<file path="src/rtl/ddgr_pkg.sv">
// shared types, constants and glyph font of the decimal digit glyph renderer
package ddgr_pkg;

    localparam int MAX_DIGITS    = 8;
    localparam int GLYPH_ROWS    = 5;
    localparam int GLYPH_COLUMNS = 7;
    localparam int VALUE_W       = 27;
    localparam int DIGIT_W       = 4;
    localparam int ROW_W         = 3;
    localparam int POS_W         = 3;
    localparam int LEN_W         = 4;
    localparam int BIT_CNT_W     = 5;

    localparam logic [VALUE_W-1:0] VALUE_LIMIT = 27'd99999999;

    // per-cell control from the sequencer
    typedef struct packed {
        logic clear;
        logic dabble;
        logic rotate;
    } cell_ctrl_t;

    // glyph rows, msb is the leftmost column
    localparam logic [GLYPH_COLUMNS-1:0] FONT [10][GLYPH_ROWS] = '{
        '{7'h1C, 7'h22, 7'h22, 7'h22, 7'h1C},
        '{7'h06, 7'h36, 7'h06, 7'h06, 7'h06},
        '{7'h1C, 7'h22, 7'h04, 7'h18, 7'h3E},
        '{7'h3C, 7'h02, 7'h1C, 7'h02, 7'h3C},
        '{7'h22, 7'h22, 7'h3E, 7'h02, 7'h02},
        '{7'h3E, 7'h20, 7'h3C, 7'h02, 7'h3C},
        '{7'h1C, 7'h20, 7'h3C, 7'h22, 7'h1C},
        '{7'h3E, 7'h04, 7'h08, 7'h10, 7'h20},
        '{7'h1C, 7'h22, 7'h1C, 7'h22, 7'h1C},
        '{7'h1C, 7'h22, 7'h1E, 7'h02, 7'h1C}
    };

    // column mask of one glyph row, blank for codes that are no digit
    function automatic logic [GLYPH_COLUMNS-1:0] glyph_bits(
        input logic [DIGIT_W-1:0] digit,
        input logic [ROW_W-1:0]   row
    );
        logic [GLYPH_COLUMNS-1:0] bits;
        bits = '0;
        if (digit <= 4'd9 && row <= 3'd4) begin
            bits = FONT[digit][row];
        end
        return bits;
    endfunction

endpackage

</file>
<file path="src/rtl/ddgr_cell.sv">
// one decimal digit cell: shift-add-3 step during conversion, rotation during scan
module ddgr_cell (
    input  logic                        clk,
    input  ddgr_pkg::cell_ctrl_t        ctrl,
    input  logic                        bit_in,
    output logic                        bit_out,
    input  logic [ddgr_pkg::DIGIT_W-1:0] digit_in,
    output logic [ddgr_pkg::DIGIT_W-1:0] digit
);

    logic [ddgr_pkg::DIGIT_W-1:0] digit_reg;
    logic [ddgr_pkg::DIGIT_W-1:0] digit_next;
    logic [ddgr_pkg::DIGIT_W-1:0] adj;

    // add 3 when the digit would overflow on doubling
    always_comb
    begin
        adj = (digit_reg >= 4'd5) ? (digit_reg + 4'd3) : digit_reg;
    end

    assign bit_out = adj[ddgr_pkg::DIGIT_W-1];
    assign digit   = digit_reg;

    // next digit by operation
    always_comb
    begin
        digit_next = digit_reg;
        if (ctrl.clear) begin
            digit_next = '0;
        end else if (ctrl.dabble) begin
            digit_next = {adj[ddgr_pkg::DIGIT_W-2:0], bit_in};
        end else if (ctrl.rotate) begin
            digit_next = digit_in;
        end
    end

    always_ff @(posedge clk)
    begin
        digit_reg <= digit_next;
    end

endmodule

</file>
<file path="src/rtl/decimal_digit_glyph_renderer_core.sv">
// top level of the decimal digit glyph renderer: sequencer, digit cell chain, output register
//
// Takes one unsigned value per item and emits one item per glyph row of each
// significant decimal digit, rows top first and digits left to right within a
// row; tlast marks the final item of a value. A value above 99999999 gives a
// single item with tuser set and all tdata fields zero; zero gives no items.
// One value is handled at a time: the binary value is shifted one bit per
// cycle through a chain of eight digit cells, a sizing state then counts the
// significant digits, then the digits rotate through the chain for five rows
// of eight steps each; a step that emits waits while the output is stalled.
// An out-of-range value is answered from the idle state without conversion.
module decimal_digit_glyph_renderer_core (
    input  logic        clk,
    input  logic        rst_n,
    input  logic        s_tvalid,
    output logic        s_tready,
    input  logic [31:0] s_tdata,   // [26:0] value, [31:27] zero
    output logic        m_tvalid,
    input  logic        m_tready,
    output logic [23:0] m_tdata,   // [2:0] glyph_row, [5:3] digit_position,
                                   // [9:6] digit_value, [16:10] row_mask, [23:17] zero
    output logic        m_tlast,   // last_of_run
    output logic [0:0]  m_tuser    // [0] too_large
);

    typedef enum logic [1:0] {
        ST_IDLE,
        ST_CONV,
        ST_SIZE,
        ST_SCAN
    } state_t;

    localparam int ND = ddgr_pkg::MAX_DIGITS;

    state_t                              state_reg, state_next;
    logic [ddgr_pkg::VALUE_W-1:0]        value_reg, value_next;
    logic [ddgr_pkg::BIT_CNT_W-1:0]      bcnt_reg, bcnt_next;
    logic [ddgr_pkg::LEN_W-1:0]          len_reg, len_next;
    logic [ddgr_pkg::ROW_W-1:0]          row_reg, row_next;
    logic [ddgr_pkg::POS_W-1:0]          idx_reg, idx_next;

    logic                                m_tvalid_reg, m_tvalid_next;
    logic [ddgr_pkg::ROW_W-1:0]          o_row_reg, o_row_next;
    logic [ddgr_pkg::POS_W-1:0]          o_pos_reg, o_pos_next;
    logic [ddgr_pkg::DIGIT_W-1:0]        o_dig_reg, o_dig_next;
    logic [ddgr_pkg::GLYPH_COLUMNS-1:0]  o_mask_reg, o_mask_next;
    logic                                o_big_reg, o_big_next;
    logic                                o_last_reg, o_last_next;

    ddgr_pkg::cell_ctrl_t                cell_ctrl;
    logic [ND:0]                         carry;
    logic [ddgr_pkg::DIGIT_W-1:0]        digits [ND];
    logic [ddgr_pkg::LEN_W-1:0]          len_calc;
    logic [ddgr_pkg::VALUE_W-1:0]        in_value;
    logic                                out_free;
    logic                                accept;
    logic                                emit;
    logic                                adv;
    logic [ddgr_pkg::DIGIT_W-1:0]        top_digit;

    assign in_value  = s_tdata[ddgr_pkg::VALUE_W-1:0];
    assign out_free  = !m_tvalid_reg || m_tready;
    assign s_tready  = (state_reg == ST_IDLE) && out_free;
    assign accept    = s_tvalid && s_tready;
    assign top_digit = digits[ND-1];

    // chain of digit cells, lsd at index 0, rotation moves digits upward
    assign carry[0] = value_reg[ddgr_pkg::VALUE_W-1];

    for (genvar i = 0; i < ND; i++) begin : g_cell
        ddgr_cell u_cell (
            .clk      (clk),
            .ctrl     (cell_ctrl),
            .bit_in   (carry[i]),
            .bit_out  (carry[i+1]),
            .digit_in (digits[(i + ND - 1) % ND]),
            .digit    (digits[i])
        );
    end

    // count of significant digits
    always_comb
    begin
        len_calc = '0;
        for (int i = 0; i < ND; i++) begin
            if (digits[i] != '0) begin
                len_calc = ddgr_pkg::LEN_W'(i + 1);
            end
        end
    end

    // scan: emit only cells that hold significant digits
    assign emit = ({1'b0, idx_reg} < len_reg);
    assign adv  = !emit || out_free;

    // sequencer and output register
    always_comb
    begin
        state_next    = state_reg;
        value_next    = value_reg;
        bcnt_next     = bcnt_reg;
        len_next      = len_reg;
        row_next      = row_reg;
        idx_next      = idx_reg;
        m_tvalid_next = m_tvalid_reg && !m_tready;
        o_row_next    = o_row_reg;
        o_pos_next    = o_pos_reg;
        o_dig_next    = o_dig_reg;
        o_mask_next   = o_mask_reg;
        o_big_next    = o_big_reg;
        o_last_next   = o_last_reg;
        cell_ctrl     = '0;

        case (state_reg)
            ST_IDLE:
            begin
                if (accept) begin
                    if (in_value > ddgr_pkg::VALUE_LIMIT) begin
                        m_tvalid_next = 1'b1;
                        o_row_next    = '0;
                        o_pos_next    = '0;
                        o_dig_next    = '0;
                        o_mask_next   = '0;
                        o_big_next    = 1'b1;
                        o_last_next   = 1'b1;
                    end else begin
                        cell_ctrl.clear = 1'b1;
                        value_next      = in_value;
                        bcnt_next       = ddgr_pkg::BIT_CNT_W'(ddgr_pkg::VALUE_W - 1);
                        state_next      = ST_CONV;
                    end
                end
            end
            ST_CONV:
            begin
                cell_ctrl.dabble = 1'b1;
                value_next       = {value_reg[ddgr_pkg::VALUE_W-2:0], 1'b0};
                bcnt_next        = bcnt_reg - 1'b1;
                if (bcnt_reg == '0) begin
                    state_next = ST_SIZE;
                end
            end
            ST_SIZE:
            begin
                len_next = len_calc;
                row_next = '0;
                idx_next = ddgr_pkg::POS_W'(ND - 1);
                state_next = (len_calc == '0) ? ST_IDLE : ST_SCAN;
            end
            ST_SCAN:
            begin
                if (adv) begin
                    cell_ctrl.rotate = 1'b1;
                    idx_next         = idx_reg - 1'b1;
                    if (emit) begin
                        m_tvalid_next = 1'b1;
                        o_row_next    = row_reg;
                        o_pos_next    = ddgr_pkg::POS_W'(len_reg - 1'b1 - {1'b0, idx_reg});
                        o_dig_next    = top_digit;
                        o_mask_next   = ddgr_pkg::glyph_bits(top_digit, row_reg);
                        o_big_next    = 1'b0;
                        o_last_next   = (row_reg == ddgr_pkg::ROW_W'(ddgr_pkg::GLYPH_ROWS - 1))
                                        && (idx_reg == '0);
                    end
                    if (idx_reg == '0) begin
                        row_next = row_reg + 1'b1;
                        if (row_reg == ddgr_pkg::ROW_W'(ddgr_pkg::GLYPH_ROWS - 1)) begin
                            state_next = ST_IDLE;
                        end
                    end
                end
            end
            default:
            begin
                state_next = ST_IDLE;
            end
        endcase
    end

    // control state
    always_ff @(posedge clk or negedge rst_n)
    begin
        if (!rst_n) begin
            state_reg    <= ST_IDLE;
            m_tvalid_reg <= 1'b0;
        end else begin
            state_reg    <= state_next;
            m_tvalid_reg <= m_tvalid_next;
        end
    end

    // payload and counters
    always_ff @(posedge clk)
    begin
        value_reg  <= value_next;
        bcnt_reg   <= bcnt_next;
        len_reg    <= len_next;
        row_reg    <= row_next;
        idx_reg    <= idx_next;
        o_row_reg  <= o_row_next;
        o_pos_reg  <= o_pos_next;
        o_dig_reg  <= o_dig_next;
        o_mask_reg <= o_mask_next;
        o_big_reg  <= o_big_next;
        o_last_reg <= o_last_next;
    end

    assign m_tvalid = m_tvalid_reg;
    assign m_tdata  = {7'd0, o_mask_reg, o_dig_reg, o_pos_reg, o_row_reg};
    assign m_tlast  = o_last_reg;
    assign m_tuser  = o_big_reg;

`ifndef SYNTHESIS
    // error item stands alone with blank fields
    a_err_blank: assert property (@(posedge clk) disable iff (!rst_n)
        m_tvalid && m_tuser[0] |-> m_tlast && (m_tdata == '0))
        else $error("error item not blank or not last");

    // digit items carry a real digit and row
    a_digit_range: assert property (@(posedge clk) disable iff (!rst_n)
        m_tvalid && !m_tuser[0] |-> (m_tdata[9:6] <= 4'd9) && (m_tdata[2:0] <= 3'd4))
        else $error("digit item out of range");

    // the final digit item belongs to the bottom row
    a_last_row: assert property (@(posedge clk) disable iff (!rst_n)
        m_tvalid && m_tlast && !m_tuser[0] |-> (m_tdata[2:0] == 3'd4))
        else $error("last item not on bottom row");

    // scanning only with a sized number
    a_scan_len: assert property (@(posedge clk) disable iff (!rst_n)
        state_reg == ST_SCAN |-> (len_reg != '0) && (len_reg <= 4'd8))
        else $error("scan with bad digit count");
`endif

endmodule

</file>
<file path="config.mk">
export PLATFORM = sky130hd
export DESIGN_NAME = decimal_digit_glyph_renderer_core
export DESIGN_NICKNAME = d
export VERILOG_FILES = /design/src/rtl/ddgr_pkg.sv /design/src/rtl/ddgr_cell.sv /design/src/rtl/decimal_digit_glyph_renderer_core.sv
export SDC_FILE = /design/constraint.sdc
export NUM_CORES = 1
export LEC_CHECK = 0
export BUFFER_PORTS_ARGS = -buffer_cell sky130_fd_sc_hd__buf_2
export CAP_MARGIN = 20
export CELL_PAD_IN_SITES_DETAIL_PLACEMENT = 1
export CELL_PAD_IN_SITES_GLOBAL_PLACEMENT = 1
export CORE_MARGIN = 1.5
export CORE_UTILIZATION = 46
export CTS_BUF_LIST = sky130_fd_sc_hd__clkbuf_16
export CTS_CLUSTER_DIAMETER = 80
export DETAILED_ROUTE_END_ITERATION = 10
export GPL_TIMING_DRIVEN = 0
export MAX_ROUTING_LAYER = met4
export PLACE_DENSITY_LB_ADDON = 0.3
export SYNTH_ARGS = -nofsm -noshare
export SYNTH_HDL_FRONTEND = slang
export SYNTH_HIERARCHICAL = 1
export SYNTH_SLANG_ARGS = --single-unit
</file>
<file path="constraint.sdc">
create_clock -name clk -period 3.94 [get_ports clk]
set_input_delay 0.394 -clock clk [delete_from_list [all_inputs] [get_ports clk]]
set_output_delay 0.394 -clock clk [all_outputs]
set_load 0.01 [all_outputs]
</file>
==> run summary <==
status: complete, no violations
Final WS setup: 1.274 ns
clk slew on worst S/H paths: 0.07 ns
unrepaired setup endpoints after global routing: no
vias in the first global route: 4921
clk buf depth: 2
dpl cell area: 6442 um2
Reg2Reg Setup Slack: 1.27 ns
max reg flops: 32
Fin. Hold Viols: 0
post-layout min period: 2.666 ns
Clock Root Buffer: clkbuf_16
fmax: 375.1 MHz
residual DRC count: 0
Fin Setup TNS: 0 ns
max-cap check violation count: 0
Tcrit/Tclk final: 0.6767
arrival time at the worst endpoint: 2.89 ns
P per Cell Area: 848.0 nW/um2
combinational share of power: 0.495
nets: 726
gp weighted congestion: 0.8718
first-pass GRT wire length: 24080 um
Post-CTS Setup Bufs: 0
maximum net fanout on the critical path: 23
overall power: 5.719 mW
DR pass1 iterations: 4
Slew HR: 0.4943
setup violators final: 0
routed len/inst: 17.34 um
proportion of layout cells with a drive suffix above 1: 0.1710
Int Pwr: 3.297 mW
CP Capture Type: register
Core ar.: 12210 um2
final core utilization: 0.5523
worst-margin pin slew: 0.7585 ns
ANT cells: 0
Sw Ratio: 0.4236
Worst Hold End: value_reg[7]
Seq pwr share: 0.352
hold path start: s_tdata[7]
Vias per Instance: 5.676
Die W: 115.7 um
CTS tree: built
Critical path origin: idx_reg[0]
row cnt: 40
Die H: 115.7 um
Hold Path Cell Cnt: 2
capturing point of the worst reg2reg path: g_cell[3].u_cell/digit[0]
CTS Buf Count: 9
Slew Viols, Final: 0
Post-Synthesis Cell Area: 5846 um2
clock sink count: 94
synth-to-layout area growth: 15.37%
Setup crit start kind: register
Worst EP required: 4.17 ns
Worst VDD drop: 0.3132 mV
maximum number of pins on one net before global-route repair: 29
fin cells: 829
Port Buf Inserts: 49
pre-CTS setup slack: 1.320 ns
area of the die: 13390 um2
FF-to-FF path depth: 11
leakage: 2.574 nW
initial core utilization: 0.4787
DR iter-0 viols: 255
Hold WC Path Type: in2reg
WHS: 0.3318 ns
DP Cell Count: 812
Synth Warn #: 6
clock latency on the worst-skew pair: 0.35 ns
I/O pins: 64
DR vias: 4705
H-tree Lvls: 3
post-synthesis area per instance: 10.01 um2
Final Cell Area: 6744 um2
HPWL Detailed: 10260 um
Post-Route WL: 14380 um
GRT Residual Overflow: 0
reg2reg start: idx_reg[0]
P_sw: 2.423 mW
gate count after technology mapping: 584
initial antenna violation count: 0
critical path type: reg2reg
Routed Antenna Nets: 0
GRT Total Usage: 0.2372
skew final: 0.006725 ns
part of the power in the clock network: 0.153
[worst max-delay path, cell delays in order, from the launching register on]
cell and delay, ns:
edfxtp_1 0.37, inv_1 0.10, ha_1 0.21, fa_1 0.41, nor2_1 0.14, a221oi_2 0.12, nor2_4 0.50, buf_16 0.25
mux2i_1 0.20, nor2_1 0.06, a21oi_1 0.13, nor2_1 0.05
[cells in the final DEF (no fill, tap or decap), types with 5 or more instances in the layout]
cell type	n
a21oi_1	40
a21oi_2	9
a221oi_1	10
a31oi_1	9
and2_1	5
buf_2	51
buf_4	17
clkbuf_1	6
clkbuf_16	9
conb_1	9
dfxtp_1	32
edfxtp_1	59
ha_1	33
inv_1	34
mux2_1	23
mux2i_1	18
nand2_1	52
nand2b_1	11
nand4b_1	10
nor2_1	59
nor2b_1	6
nor3b_1	9
o21a_1	11
o21ai_0	31
o311ai_1	8
or2b_1	7
or4b_1	8
xnor2_1	5
[worst max-delay path by stage]
stage | cells after the start | slack (ns) | endpoint
after floorplan | 10 | 0.39 | g_cell[0].u_cell/digit[0]
after CTS | 11 | 1.27 | g_cell[4].u_cell/digit[0]
after global routing | 11 | 1.11 | g_cell[4].u_cell/digit[0]
final | 11 | 1.27 | g_cell[3].u_cell/digit[0]
after global placement | 10 | -0.58 | g_cell[3].u_cell/digit[0]
after detailed placement | 11 | 1.32 | g_cell[3].u_cell/digit[0]
[power by group through the flow]
stage	registers (mW)	logic (mW)	clock network [mW]
floorplan	1.93	2.06	0
global placement	2.01	2.54	0
detailed placement	2.03	2.81	0
CTS	2.01	2.84	0.893
global route	2.08	3.15	0.927
finish	2.01	2.83	0.873
[per-layer routing]
layer  track usage  wire length, um
met1        0.2790             6388
met2        0.4174             7404
met3       0.02615              338
met4       0.09187              247
met5             -                0
[what timing repair did]
item / CTS / global route
hold endpoints to repair: 3 / 0
resized for setup: 0 / 0
hold buffers: 1 / 0
[area by class of cell]
cell class | instances | area [um2]
Buffer | 28 | 171.4
Clock buffer | 9 | 225.2
Clock inverter | 7 | 66.31
Fill cell | 1404 | 5468
Inverter | 36 | 135.1
Multi-Input combinational cell | 434 | 3110
Sequential cell | 94 | 2487
Tap cell | 168 | 210.2
Timing Repair Buffer | 53 | 337.8
Note: power is estimated with default switching activity, not from simulation.
